File: config.mk
export PLATFORM = sky130hd
export DESIGN_NAME = m4au_lane
export DESIGN_NICKNAME = d
export VERILOG_FILES = /design/src/m4au_pkg.sv /design/src/m4au_lane.sv
export SDC_FILE = /design/constraint.sdc
export NUM_CORES = 2
export LEC_CHECK = 0
export BUFFER_PORTS_ARGS = -buffer_cell sky130_fd_sc_hd__buf_2
export CAP_MARGIN = 40
export CORE_MARGIN = 1
export CORE_UTILIZATION = 30
export DETAILED_ROUTE_END_ITERATION = 10
export GPL_TIMING_DRIVEN = 0
export HOLD_SLACK_MARGIN = 0.08
export SYNTH_ARGS = -nofsm -noshare
export SYNTH_HDL_FRONTEND = slang
export SYNTH_SLANG_ARGS = --single-unit
File: constraint.sdc
create_clock -name clk -period 10.8 [get_ports clk]
set_input_delay 2.16 -clock clk [delete_from_list [all_inputs] [get_ports clk]]
set_output_delay 2.16 -clock clk [all_outputs]
set_load 0.02 [all_outputs]
File: src/m4au_pkg.sv
`default_nettype none

package m4au_pkg;

    localparam int DIM       = 4;
    localparam int FRAC_BITS = 16;
    localparam int ROW_W     = $clog2(DIM);
    localparam int N_ELEM    = 4;
    localparam int DATA_W    = 32;
    localparam int SUM_W     = 66;
    localparam int NQ_W      = DATA_W + FRAC_BITS;
    localparam int STEP_W    = 3;

    localparam logic signed [SUM_W-1:0] SAT_HI = {{(SUM_W-31){1'b0}}, {31{1'b1}}};
    localparam logic signed [SUM_W-1:0] SAT_LO = {{(SUM_W-31){1'b1}}, {31{1'b0}}};
    localparam logic signed [DATA_W-1:0] ONE_FIX = DATA_W'(1) << FRAC_BITS;

    typedef enum logic [3:0] {
        ACT_LOAD_ACC  = 4'd0,
        ACT_LOAD_OP   = 4'd1,
        ACT_ADD       = 4'd2,
        ACT_SUB       = 4'd3,
        ACT_MUL       = 4'd4,
        ACT_TRANSPOSE = 4'd5,
        ACT_SCALE     = 4'd6,
        ACT_DIVIDE    = 4'd7,
        ACT_ZERO      = 4'd8,
        ACT_IDENTITY  = 4'd9,
        ACT_READ      = 4'd10
    } action_t;

    typedef enum logic [1:0] {
        ST_OK   = 2'd0,
        ST_DIV0 = 2'd1,
        ST_SAT  = 2'd2
    } status_t;

    typedef enum logic [1:0] {
        S_IDLE,
        S_RUN,
        S_DONE,
        S_READ
    } state_t;

    typedef struct packed {
        logic [3:0]         action;
        logic [1:0]         row;
        logic signed [31:0] elem_0;
        logic signed [31:0] elem_1;
        logic signed [31:0] elem_2;
        logic signed [31:0] elem_3;
    } req_item_t;

    typedef struct packed {
        logic [1:0]         out_row;
        logic signed [31:0] out_elem_0;
        logic signed [31:0] out_elem_1;
        logic signed [31:0] out_elem_2;
        logic signed [31:0] out_elem_3;
        logic               last;
        logic [1:0]         status;
    } rsp_item_t;

    typedef struct packed {
        logic       clr;
        logic       mul_en;
        logic       div_start;
        logic [3:0] action;
    } lane_ctrl_t;

    typedef struct packed {
        logic       sat_clr;
        logic       div0;
        logic       row_wr;
        logic       emit;
        logic       is_read;
        logic [1:0] row;
        logic       last;
    } merge_ctrl_t;

    typedef struct packed {
        logic                     sat;
        logic signed [DATA_W-1:0] val;
    } sat_res_t;

    // Clamp a wide signed value to the 32-bit range and flag the clamp.
    function automatic sat_res_t sat32(input logic signed [SUM_W-1:0] v);
        sat_res_t r;
        r.sat = 1'b0;
        r.val = v[DATA_W-1:0];
        if (v > SAT_HI) begin
            r.sat = 1'b1;
            r.val = SAT_HI[DATA_W-1:0];
        end else if (v < SAT_LO) begin
            r.sat = 1'b1;
            r.val = SAT_LO[DATA_W-1:0];
        end
        return r;
    endfunction

endpackage

`default_nettype wire

File: src/m4au_lane.sv
`default_nettype none

module m4au_lane (
    input  wire                       clk,
    input  wire                       rst_n,
    input  m4au_pkg::lane_ctrl_t      ctrl,
    input  wire logic signed [31:0]   a,
    input  wire logic signed [31:0]   b,
    output logic signed [31:0]        res,
    output logic                      sat,
    output logic                      div_busy
);
    import m4au_pkg::*;

    localparam logic signed [SUM_W-1:0] HALF = SUM_W'(1) <<< (FRAC_BITS - 1);

    logic signed [63:0]      prod_next;
    logic signed [63:0]      prod_reg;
    logic                    pv_reg;
    logic signed [SUM_W-1:0] sum_reg;
    logic signed [SUM_W-1:0] rnd;

    logic                    busy_reg;
    logic [5:0]              cnt_reg;
    logic [NQ_W-1:0]         nq_reg;
    logic [DATA_W-1:0]       rem_reg;
    logic [DATA_W-1:0]       d_reg;
    logic                    neg_reg;

    logic [DATA_W-1:0]       abs_a;
    logic [DATA_W-1:0]       abs_b;
    logic [NQ_W-1:0]         n0;
    logic [DATA_W:0]         rem_sh;
    logic                    ge;
    logic signed [NQ_W:0]    qs;
    logic signed [NQ_W:0]    dv;
    logic signed [DATA_W:0]  addsub;
    sat_res_t                sr;

    assign prod_next = a * b;

    // Multiply pipeline: product register, then exact accumulation.
    always_ff @(posedge clk or negedge rst_n)
    begin
        if (!rst_n)
        begin
            pv_reg <= 1'b0;
        end
        else
        begin
            pv_reg <= ctrl.mul_en;
        end
    end

    always_ff @(posedge clk)
    begin
        prod_reg <= prod_next;
        if (ctrl.clr)
        begin
            sum_reg <= '0;
        end
        else if (pv_reg)
        begin
            sum_reg <= sum_reg + SUM_W'(prod_reg);
        end
    end

    assign rnd = (sum_reg + HALF) >>> FRAC_BITS;

    // Restoring divider, one quotient bit per cycle.
    assign abs_a  = a[31] ? (~a + 1'b1) : a;
    assign abs_b  = b[31] ? (~b + 1'b1) : b;
    assign n0     = {abs_a, {FRAC_BITS{1'b0}}} + NQ_W'(abs_b >> 1);
    assign rem_sh = {rem_reg, nq_reg[NQ_W-1]};
    assign ge     = rem_sh >= {1'b0, d_reg};

    always_ff @(posedge clk or negedge rst_n)
    begin
        if (!rst_n)
        begin
            busy_reg <= 1'b0;
        end
        else if (ctrl.div_start)
        begin
            busy_reg <= 1'b1;
        end
        else if (busy_reg && cnt_reg == '0)
        begin
            busy_reg <= 1'b0;
        end
    end

    always_ff @(posedge clk)
    begin
        if (ctrl.div_start)
        begin
            nq_reg  <= n0;
            rem_reg <= '0;
            d_reg   <= abs_b;
            neg_reg <= a[31] ^ b[31];
            cnt_reg <= 6'(NQ_W - 1);
        end
        else if (busy_reg)
        begin
            rem_reg <= ge ? DATA_W'(rem_sh - {1'b0, d_reg}) : rem_sh[DATA_W-1:0];
            nq_reg  <= {nq_reg[NQ_W-2:0], ge};
            cnt_reg <= cnt_reg - 1'b1;
        end
    end

    assign div_busy = busy_reg;
    assign qs       = {1'b0, nq_reg};
    assign dv       = neg_reg ? -qs : qs;
    assign addsub   = (ctrl.action == ACT_SUB) ? a - b : a + b;

    always_comb
    begin
        case (ctrl.action)
            ACT_ADD, ACT_SUB: sr = sat32(SUM_W'(addsub));
            ACT_DIVIDE:       sr = sat32(SUM_W'(dv));
            default:          sr = sat32(rnd);
        endcase
    end

    assign res = sr.val;
    assign sat = sr.sat;

endmodule

`default_nettype wire

==> results.yml <==
worst_setup_path:
  regToRegStartpoint: "nq_reg[47]"
  cp.arrival_ns: 11.22
  path_depth: 25
  end_kind: "flop"
  crit_buf_inv: 6
  cpLargestDelayFamily: "adder cells"
  crit_path_start_kind: "input pin"
  worstRegToRegCells: 13
  critPathSlowestCell: "clkbuf_1"
  crit_start: "b[7]"
  path_class: "in2reg"
  slowest_delay_ns: 0.74
  crit_top_cell: "fa_1"
  path_max_fanout: 10
  crit_required_ns: 11.23
sta:
  fin_ws_ns: 0.00421
  finalMaxSlewViolations: 0
  clock.fmax_mhz: 92.6
  hold_viol_final: 0
  tightest_slew_ns: 1.00
  rsz0062_at_grt: "yes"
  min_period_over_period_pct: 100
  fin_crit_ns: 10.80
  maxSlewHeadroom_pct: 33.2
  finalClockSkew_ns: 0.0130
  setup_viol: 0
  hold_ws_ns: 0.475
synthesis:
  ys_types: 92
  synth_commonest_cells: "inv_1, fa_1, nand2_1, and2_1, ha_1"
  synth_warnings: 0
  syn_area_sq_um: 58400
  synthAdderAreaFrac_pct: 44.4
  synth_top_area_cell: "fa_1"
  yosysMostFrequentCell: "inv_1"
  synth_cells: 6686
  ys_seq_elements: 251
  syn_nets: 8181
  muxShareOfSynthArea_pct: 1.65
  seq_area_frac_synth_pct: 10.0
  synth-main-ff-cell: "dfxtp_1"
  synth_top_family_by_area: "adder cells"
  synthTopCellsByArea: "fa_1, inv_1, ha_1, dfxtp_1, and2_1"
  synth_compound_area_share_pct: 10.6
  synth_edf_count: 81
  synth_top_area_share_pct: 37.2
  synthSimpleGateAreaFrac_pct: 17.4
  avgSynthCellArea_sq_um: 8.73
  synthXorXnorAreaFrac_pct: 5.32
  ys_async_sr_fraction_pct: 0.797
clock_tree:
  root_buffer: "clkbuf_16"
  cts_hold_buf: 0
  cts_max_path_buffers: 3
  cts-buffers-inserted: 28
  clkTransAtPathRegs_ns: 0.06
  cts_sinks: 251
  cts_max_level: 1
  insertion_delay_ns: 0.58
  cts_tree: "done"
global_route:
  grt_pass1_wl_um: 345000
  antenna_found_initial: 38
  grt_max_degree: 35
  grt_usage_pct: 23.9
  grt_overflow_total: 0
  grt_pass1_vias: 51487
placed_design:
  gp_congestion: 1.02
  place_hpwl_um: 203000
  pre_cts_ws_ns: -2.19
  portBuffers: 80
final_layout:
  largest_reg_flops: 66
  area_growth_pct: 10.5
  fillers: 20186
  drive_gt1_share_pct: 6.55
  fin_nets: 8392
  final_util_pct: 33.4
drt:
  via_per_inst: 5.24
  ant_nets: 0
  wl_per_cell_um: 24.7
  route.met3.wl_um: 20100
  drc: 0
  dr.pass1.iters: 5
  drtIter0Drc: 4405
  wl_met1_um: 87500
  wl_met2_um: 106000
  top_layer_used: "met5"
  vias: 49572
  wl_um: 234000
floorplan:
  fp.dieH_um: 443
  start_util_pct: 30.3
  fp.dieArea_sq_um: 196000
  design.core.area_sq_um: 193000
  ios: 107
  chipWidth_um: 443
  rows: 161
flow_run:
  cap_violations: 0
min_path:
  worstHoldStart: "sum_reg[10]"
  holdPathStages: 2
  hold_path_class: "reg2reg"
outcome:
  status: "finished clean"
==> through the flow <==
step | instances | setup TNS, ns | instance area, sq um
detailed placement | 9396 | -42.98 | 63300
global placement | 9292 | -67.55 | 62000
floorplan | 6686 | 0 | 58400
finish | 9457 | 0 | 64500
CTS | 9444 | 0 | 64300
global route | 9451 | -0.0930 | 64500
==> logic make-up (layout without fill, tap and decap cells) <==
| kind of cell | count (synthesis) | count (layout) |
|---|---|---|
| adders and majority gates | 1422 | 1422 |
| buffers and inverters | 1627 | 1860 |
| DFF | 251 | 251 |
| muxes | 91 | 91 |
| xor gates and xnor gates | 355 | 355 |
| and+or+nand+nor | 2049 | 2049 |
| AOI/OAI and AO/OA | 891 | 891 |
| other | 0 | 12 |
==> cells in the final DEF, fill, tap and decap left out, types with 29 or more instances in the layout <==
master        n
nand2b_1     40
mux2i_1      48
edfxtp_1     81
buf_8        46
a21o_1      112
buf_6        58
clkbuf_16    29
nor2_1      252
or3_1        44
o211ai_2     30
inv_1      1245
clkbuf_1    259
ha_1        336
buf_2        87
nor4_1       31
o21ai_0     153
a31oi_1      33
a21oi_1     210
fa_1       1083
nand2_1     784
nor3_1       71
and3_1       35
and2_1      502
o21a_1       29
clkbuf_2     56
nand4_1      54
mux2_2       43
nand3_1      97
xor2_1      153
nor2b_1      37
a311oi_1     34
xnor2_1     202
o22a_1       34
o31ai_1      40
dfxtp_1     168
==> worst min-delay path: cells and delay by family, from the launching register on <==
family | cells | cell delay, ns
compound gates | 1 | 0.05
simple gates | 1 | 0.06
flops | 1 | 0.32
==> final timing paths <==
path                                      to  slack (ns)
worst min-delay path             sum_reg[10]        0.48
worst min register to register   sum_reg[10]        0.48
max in group asynchronous             pv_reg        9.31
worst max register to register   rem_reg[22]        6.33
min in group asynchronous           div_busy        1.36
worst max-delay path            prod_reg[61]       0.004
==> repair_timing <==
item	CTS	global route
setup buffers	6	8
endpoints found under the setup margin	55	49
pin swaps	1	2
gates cloned	0	0
gates resized for setup	38	89
==> area by class of cell <==
cell class	count	area, sq um	share of cell area (%)
plain buffers	354	1480	2.30
inverters	1255	4740	7.34
clock inverters	19	216	0.336
multi-input cells	4808	46400	71.9
repair buffers	199	1880	2.92
clock buffers	33	741	1.15
diodes	12	30.0	0.0466
well taps	2526	3160	4.90
flip-flops and latches	251	5850	9.06
==> layer usage <==
metal	vias to the layer above	track usage (%)
li1	21463	-
met1	25035	29.0
met2	2405	38.5
met3	661	4.04
met4	8	16.7
met5	-	0
Power is not shown: default switching activity piles up to over one toggle a cycle in this logic, so the estimate is an artifact.
