--- config.mk ---
export PLATFORM = sky130hd
export DESIGN_NAME = m4au_merge
export DESIGN_NICKNAME = d
export VERILOG_FILES = /design/src/m4au_pkg.sv /design/src/m4au_merge.sv
export SDC_FILE = /design/constraint.sdc
export NUM_CORES = 1
export LEC_CHECK = 0
export ABC_AREA = 1
export ABC_CLOCK_PERIOD_IN_PS = 1750
export CAP_MARGIN = 20
export CORE_AREA = 5 5 106 108
export CTS_CLUSTER_DIAMETER = 30
export DETAILED_ROUTE_END_ITERATION = 8
export DIE_AREA = 0 0 111 113
export DONT_BUFFER_PORTS = 1
export GPL_TIMING_DRIVEN = 0
export PLACE_DENSITY = 0.49
export SETUP_SLACK_MARGIN = 0.02
export SYNTH_ARGS = -nofsm -noshare
export SYNTH_HDL_FRONTEND = slang
export SYNTH_SLANG_ARGS = --single-unit
export TNS_END_PERCENT = 30
--- constraint.sdc ---
create_clock -name clk -period 1.75 [get_ports clk]
set_input_delay 0.175 -clock clk [delete_from_list [all_inputs] [get_ports clk]]
set_output_delay 0.175 -clock clk [all_outputs]
set_load 0.01 [all_outputs]
--- src/m4au_pkg.sv ---
`default_nettype none

package m4au_pkg;

    localparam int DIM       = 4;
    localparam int FRAC_BITS = 16;
    localparam int ROW_W     = $clog2(DIM);
    localparam int N_ELEM    = 4;
    localparam int DATA_W    = 32;
    localparam int SUM_W     = 66;
    localparam int NQ_W      = DATA_W + FRAC_BITS;
    localparam int STEP_W    = 3;

    localparam logic signed [SUM_W-1:0] SAT_HI = {{(SUM_W-31){1'b0}}, {31{1'b1}}};
    localparam logic signed [SUM_W-1:0] SAT_LO = {{(SUM_W-31){1'b1}}, {31{1'b0}}};
    localparam logic signed [DATA_W-1:0] ONE_FIX = DATA_W'(1) << FRAC_BITS;

    typedef enum logic [3:0] {
        ACT_LOAD_ACC  = 4'd0,
        ACT_LOAD_OP   = 4'd1,
        ACT_ADD       = 4'd2,
        ACT_SUB       = 4'd3,
        ACT_MUL       = 4'd4,
        ACT_TRANSPOSE = 4'd5,
        ACT_SCALE     = 4'd6,
        ACT_DIVIDE    = 4'd7,
        ACT_ZERO      = 4'd8,
        ACT_IDENTITY  = 4'd9,
        ACT_READ      = 4'd10
    } action_t;

    typedef enum logic [1:0] {
        ST_OK   = 2'd0,
        ST_DIV0 = 2'd1,
        ST_SAT  = 2'd2
    } status_t;

    typedef enum logic [1:0] {
        S_IDLE,
        S_RUN,
        S_DONE,
        S_READ
    } state_t;

    typedef struct packed {
        logic [3:0]         action;
        logic [1:0]         row;
        logic signed [31:0] elem_0;
        logic signed [31:0] elem_1;
        logic signed [31:0] elem_2;
        logic signed [31:0] elem_3;
    } req_item_t;

    typedef struct packed {
        logic [1:0]         out_row;
        logic signed [31:0] out_elem_0;
        logic signed [31:0] out_elem_1;
        logic signed [31:0] out_elem_2;
        logic signed [31:0] out_elem_3;
        logic               last;
        logic [1:0]         status;
    } rsp_item_t;

    typedef struct packed {
        logic       clr;
        logic       mul_en;
        logic       div_start;
        logic [3:0] action;
    } lane_ctrl_t;

    typedef struct packed {
        logic       sat_clr;
        logic       div0;
        logic       row_wr;
        logic       emit;
        logic       is_read;
        logic [1:0] row;
        logic       last;
    } merge_ctrl_t;

    typedef struct packed {
        logic                     sat;
        logic signed [DATA_W-1:0] val;
    } sat_res_t;

    // Clamp a wide signed value to the 32-bit range and flag the clamp.
    function automatic sat_res_t sat32(input logic signed [SUM_W-1:0] v);
        sat_res_t r;
        r.sat = 1'b0;
        r.val = v[DATA_W-1:0];
        if (v > SAT_HI) begin
            r.sat = 1'b1;
            r.val = SAT_HI[DATA_W-1:0];
        end else if (v < SAT_LO) begin
            r.sat = 1'b1;
            r.val = SAT_LO[DATA_W-1:0];
        end
        return r;
    endfunction

endpackage

`default_nettype wire

--- src/m4au_merge.sv ---
`default_nettype none

module m4au_merge (
    input  wire                        clk,
    input  wire                        rst_n,
    input  m4au_pkg::merge_ctrl_t      ctrl,
    input  wire logic [m4au_pkg::DIM-1:0] lane_sat,
    input  wire logic signed [31:0]    row_data [m4au_pkg::DIM],
    input  wire                        rsp_stall,
    output logic                       rsp_valid,
    output m4au_pkg::rsp_item_t        rsp,
    output logic                       free
);
    import m4au_pkg::*;

    logic               sat_reg;
    logic               div0_reg;
    logic               valid_reg;
    rsp_item_t          rsp_reg;
    rsp_item_t          rsp_next;
    logic signed [31:0] el [N_ELEM];

    assign free = !valid_reg || !rsp_stall;

    always_comb
    begin
        for (int j = 0; j < N_ELEM; j++)
        begin
            el[j] = (ctrl.is_read && j < DIM) ? row_data[ROW_W'(j)] : '0;
        end
        rsp_next.out_row    = ctrl.is_read ? ctrl.row : 2'd0;
        rsp_next.out_elem_0 = el[0];
        rsp_next.out_elem_1 = el[1];
        rsp_next.out_elem_2 = el[2];
        rsp_next.out_elem_3 = el[3];
        rsp_next.last       = ctrl.last;
        if (ctrl.is_read)
            rsp_next.status = ST_OK;
        else if (div0_reg)
            rsp_next.status = ST_DIV0;
        else if (sat_reg)
            rsp_next.status = ST_SAT;
        else
            rsp_next.status = ST_OK;
    end

    always_ff @(posedge clk or negedge rst_n)
    begin
        if (!rst_n)
        begin
            sat_reg   <= 1'b0;
            div0_reg  <= 1'b0;
            valid_reg <= 1'b0;
        end
        else
        begin
            if (ctrl.sat_clr)
            begin
                sat_reg  <= 1'b0;
                div0_reg <= ctrl.div0;
            end
            else if (ctrl.row_wr)
            begin
                sat_reg <= sat_reg | (|lane_sat);
            end
            if (ctrl.emit)
                valid_reg <= 1'b1;
            else if (!rsp_stall)
                valid_reg <= 1'b0;
        end
    end

    always_ff @(posedge clk)
    begin
        if (ctrl.emit)
            rsp_reg <= rsp_next;
    end

    assign rsp_valid = valid_reg;
    assign rsp       = rsp_reg;

`ifndef NO_ASSERTIONS
    a_emit_free: assert property (@(posedge clk) disable iff (!rst_n)
        ctrl.emit |-> free) else $error("item emitted while output held");
    a_not_last_ok: assert property (@(posedge clk) disable iff (!rst_n)
        (valid_reg && !rsp_reg.last) |-> (rsp_reg.status == ST_OK))
        else $error("read row carries error status");
    a_clr_vs_wr: assert property (@(posedge clk) disable iff (!rst_n)
        !(ctrl.sat_clr && ctrl.row_wr)) else $error("flag clear during row write");
`endif

endmodule

`default_nettype wire
==> reports/results.ini, run 1 <==
[setup_path]
required_ps = 1980
crit_path_end_kind = register
startpoint_type = register
worstPathArrival_ps = 1370
path_class = reg -> reg
crit_fanout = 2

[finish]
syn2layout_area_growth_pct = 37.36
largest_register_ffs = 69
n_fill_cell = 939
drive_gt1_share_pct = 24.83
antenna_cells = 0
fin_nets = 569
multiInputGateArea_um2 = 558.0
post-route-util_pct = 44.51
seqCellArea_um2 = 2147

[sta]
finalHoldViolCount = 69
fin_crit_sh_pct = 65.50
finalSetupViolations = 0
whs_ps = -48.16
finalCriticalPeriod_ps = 1146
max_freq_mhz = 872.4
slew_violations = 0
finalClockSkew_ps = 1.465
rsz0062_at_grt = no
setup_tns_ps = 0

[clock_tree]
clockBufferDepth = 2
insertion_delay_ps = 340
post-cts-setup-buffer-count = 0
cts-root-buf = clkbuf_8
clk_pin_slew_ps = 70
cts_tree = done
ctsHoldBuffers = 61
cts_resized = 0
numCtsBuffers = 9
htree_levels = 3
cts.sinks = 72

[logic_synthesis]
ys_warn_count = 0
yosysUniqueCellTypes = 16
async_reset_ff_share_pct = 4.167
synthTopCellsByArea = edfxtp_1 (63%), buf_4 (15%), nand2_1 (7.0%)
synth-edff-count = 69
netlist_area_um2 = 3286
ys_seq_area_share_pct = 65.35
synth_top_area_share_pct = 63.06
yosys-top-cells-count = edfxtp_1 (69), buf_4 (64), nand2_1 (61)
yosys.area.top_type = edfxtp_1
ys_ff_latch = 72
synth.most_common_cell = edfxtp_1
postSynthAreaPerCell_um2 = 11.29
syn_inst = 291
synth_ff_type = edfxtp_1

[routing]
routed_wl_um = 7569
drtPass1Iterations = 4
via_per_inst = 3.621
drt_iter0_drc = 203
route.detailed.drc = 0
via_count = 2053
ant_nets = 0
wl_per_cell_um = 13.35

[grt]
grt_first_pass_wirelength_um = 11560
grt_usage_pct = 11.95
overflow = 0
grt_pass1_vias = 2178
grt_max_degree = 71
antenna_found_initial = 0

[hold_path]
hold_class = in -> reg

[die]
die_h_um = 113
ios = 278
die_x_um = 111
die_area_um2 = 12540
core_um2 = 10140
row_count = 37
initial_core_util_pct = 32.41

[outcome]
violations = negative hold slack
outcome = finished with violations

[place]
gp_congestion = 0.7635
dp_hpwl_um = 5345
numPortBuffers = 0

[pwr]
ir_worst_vdd_mv = 0.3816
p_per_area_nw_per_um2 = 885.3
p_leak_nw = 2.347

[flow_run]
drv_cap = 0

## critical path, stage by stage, from the launching register on
cell	delay [ps]
dfrtp_1	360
inv_1	70
a21oi_1	60
dlygate4sd3_1	540
## cell families (layout without fill, tap and decap cells)
| group | after synthesis | count (layout) | share of synthesized area [%] |
|---|---|---|---|
| AOI/OAI and AO/OA | 2 | 2 | 0.3044 |
| buffers and inverters | 141 | 218 | 24.87 |
| DFF | 72 | 72 | 65.35 |
| other | 1 | 64 | 0.1141 |
| and+or+nand+nor | 75 | 75 | 9.368 |
## through the flow
stage / hold slack (ps) / cell area, um2 / instances / worst slack, ps / power [mW]
6_report: -48.16 / 4513 / 567 / 603.8 / 3.995
5_1_grt: -86.72 / 4513 / 567 / 563.9 / 4.190
2_1_floorplan: -120.6 / 3522 / 354 / 892.2 / 2.451
3_3_place_gp: -120.5 / 3692 / 490 / 796.1 / 2.504
3_5_place_dp: -120.5 / 3692 / 490 / 782.7 / 2.511
4_1_cts: -76.03 / 4513 / 567 / 605.1 / 4.045
## report_power, final
part           switching (mW)  internal [mW]
registers               0.129           2.05
clock network           0.611          0.790
logic                   0.188          0.231
## cells in the final DEF, fill, tap and decap left out
master         instances
buf_2                  4
nor2_1                 3
clkinv_2               3
nor3_1                 1
clkinvlp_4             1
buf_12                 1
conb_1                64
dfrtp_1                3
o21ai_0                1
inv_2                 10
dlygate4sd3_1         61
clkbuf_8               9
clkinv_1               1
buf_6                  2
bufinv_16              2
buf_8                  1
nand2_1               61
edfxtp_1              69
nand2_2               10
a21oi_1                1
inv_1                 59
buf_4                 64
## final timing paths
kind	from	endpoint	slack [ps]	cells past startpoint
hold reg to reg	div0_reg	rsp[1]	560	1
max in group asynchronous	rst_n	div0_reg	1520	1
setup / recovery	sat_reg	sat_reg	600	3
setup reg to reg	sat_reg	sat_reg	600	3
hold / removal	ctrl[4]	rsp[86]	-50	0
min in group asynchronous	rst_n	rsp_valid	80	1
## layer usage
| layer | routed length, um | GRT usage, % |
|---|---|---|
| met5 | 0 | 0 |
| met4 | 120 | 5.911 |
| met3 | 765 | 5.241 |
| met2 | 3549 | 18.69 |
| met1 | 3134 | 14.09 |
## layout make-up
type,count,share of cell area [%]
inverters,69,5.739
well taps,136,3.770
clock inverters,7,1.913
plain buffers,72,12.36
clock buffers,9,2.745
repair buffers,61,13.53
multi-input cells,141,12.36
flip-flops and latches,72,47.57
(Power assumes the default switching activity.)
==> inputs of run 2 (changes only) <==
- ABC_CLOCK_PERIOD_IN_PS: 1750 -> 1100
- clock period: 1.75 -> 1.1 ns (I/O delays scaled with it)
==> reports/results.ini, run 2 (same netlist as run 1, synthesis figures left out) <==
[grt]
grt_max_degree = 71  ; unchanged
grt_usage_pct = 12.18  ; +0.23 points
grt_first_pass_wirelength_um = 11790  ; +2.0%
antenna_found_initial = 0  ; unchanged
grt_pass1_vias = 2236  ; +2.7%
overflow = 0  ; unchanged

[routing]
ant_nets = 0  ; unchanged
drtPass1Iterations = 4  ; unchanged
via_count = 2101  ; +2.3%
route.detailed.drc = 0  ; unchanged
wl_per_cell_um = 13.25  ; -0.72%
routed_wl_um = 7687  ; +1.6%
drt_iter0_drc = 200  ; -1.5%
via_per_inst = 3.622  ; about the same

[setup_path]
crit_buf_inv = 0  ; -2
path_class = reg -> out
worstPathArrival_ps = 910  ; -460 ps
startpoint_type = register
slowest_stage = dfrtp_1
crit_fanout = 2  ; unchanged
crit_path_end_kind = output port
cpLargestDelayFamily = flip-flops
crit_path_max_incr_delay_ps = 420  ; -120 ps
required_ps = 990  ; -990 ps
r2r_cells = 2  ; -1
worst-path-stages = 1  ; -2
crit_chain = nand2_1

[die]
die_area_um2 = 12540  ; unchanged
ios = 278  ; unchanged
die_x_um = 111  ; unchanged
core_um2 = 10140  ; unchanged
die_h_um = 113  ; unchanged
row_count = 37  ; unchanged
initial_core_util_pct = 32.41  ; unchanged

[clock_tree]
cts-root-buf = clkbuf_8
clk_pin_slew_ps = 70  ; about the same
cts_tree = done
htree_levels = 3  ; unchanged
ctsHoldBuffers = 75  ; +23%
cts.sinks = 72  ; unchanged
numCtsBuffers = 9  ; unchanged
insertion_delay_ps = 340  ; about the same
clockBufferDepth = 2  ; unchanged

[sta]
slew_violations = 0  ; unchanged
setup_tns_ps = 0  ; unchanged
rsz0062_at_grt = no
finalHoldViolCount = 69  ; unchanged
max_freq_mhz = 980.0
fin_crit_sh_pct = 92.76
whs_ps = -113.2  ; -65.08 ps
finalClockSkew_ps = 1.560  ; +0.09504 ps
finalSetupViolations = 0  ; unchanged
finalCriticalPeriod_ps = 1020

[place]
dp_hpwl_um = 5345  ; unchanged
gp_congestion = 0.7635  ; unchanged
numPortBuffers = 0  ; unchanged

[hold_path]
min_path_cells = 0  ; unchanged
hold_class = in -> reg

[finish]
final_cell_mix = dlygate4sd3_1 (74), edfxtp_1 (69), buf_4 (64), conb_1 (64), nand2_1 (61)
fin_nets = 582  ; +2.3%
syn2layout_area_growth_pct = 41.43
drive_gt1_share_pct = 24.32  ; -0.50 points
largest_register_ffs = 69  ; unchanged
antenna_cells = 0  ; unchanged
final_common_cell = dlygate4sd3_1

[pwr]
ir_worst_vdd_mv = 0.6043  ; +58%
p_per_area_nw_per_um2 = 1376  ; +55%
p_leak_nw = 2.400  ; +2.3%

[outcome]
violations = negative hold slack
outcome = finished with violations

[flow_run]
drv_cap = 0  ; unchanged

==> run 2: layout make-up <==
class	count	area, um2
Clock inverter	7	86.33
Multi-Input combinational cell	141	561.8
Sequential cell	72	2147
Fill cell	937	5492
Inverter	69	259.0
Clock buffer	9	123.9
Timing Repair Buffer	74	740.7
Buffer	72	558.0
Tap cell	136	170.2
==> run 2: what timing repair did <==
item	CTS	global route
endpoints found under the hold margin	142	69
gates resized for setup	0	1
setup endpoints to repair	0	1
setup buffers	0	0
==> run 2: worst paths after layout <==
path                            startpoint         to  slack, ps
worst max-delay path             rsp_valid       free         80
worst min-delay path               ctrl[4]    rsp[86]       -110
worst max register to register   rsp_valid  rsp_valid        350
worst min register to register     sat_reg    sat_reg        540
max in group asynchronous            rst_n   div0_reg        390
min in group asynchronous            rst_n  rsp_valid        560
==> run 2: report_power, final <==
| part | total (mW) | switching, mW | leakage [nW] | internal, mW |
|---|---|---|---|---|
| logic | 0.707 | 0.309 | 1.59 | 0.398 |
| registers | 3.46 | 0.204 | 0.702 | 3.26 |
| clock network | 2.23 | 0.970 | 0.106 | 1.26 |
==> run 2: through the flow <==
step | area (um2) | instances | util [%] | setup WS (ps) | power, mW
2_1_floorplan | 3522 | 354 | - | 307.2 | 3.899
3_3_place_gp | 3692 | 490 | 36.42 | 211.1 | 3.983
3_5_place_dp | 3692 | 490 | 36.42 | 197.7 | 3.995
4_1_cts | 4653 | 581 | 45.90 | 50.36 | 6.475
5_1_grt | 4647 | 580 | 45.83 | 27.15 | 6.707
6_report | 4647 | 580 | 45.83 | 79.60 | 6.393
==> run 2: metal layers <==
metal	routed length (um)	up-vias	track usage [%]
met3	757	13	5.134
met5	0	-	0
met2	3594	150	19.13
li1	-	1040	-
met4	152	0	6.240
met1	3183	898	14.32
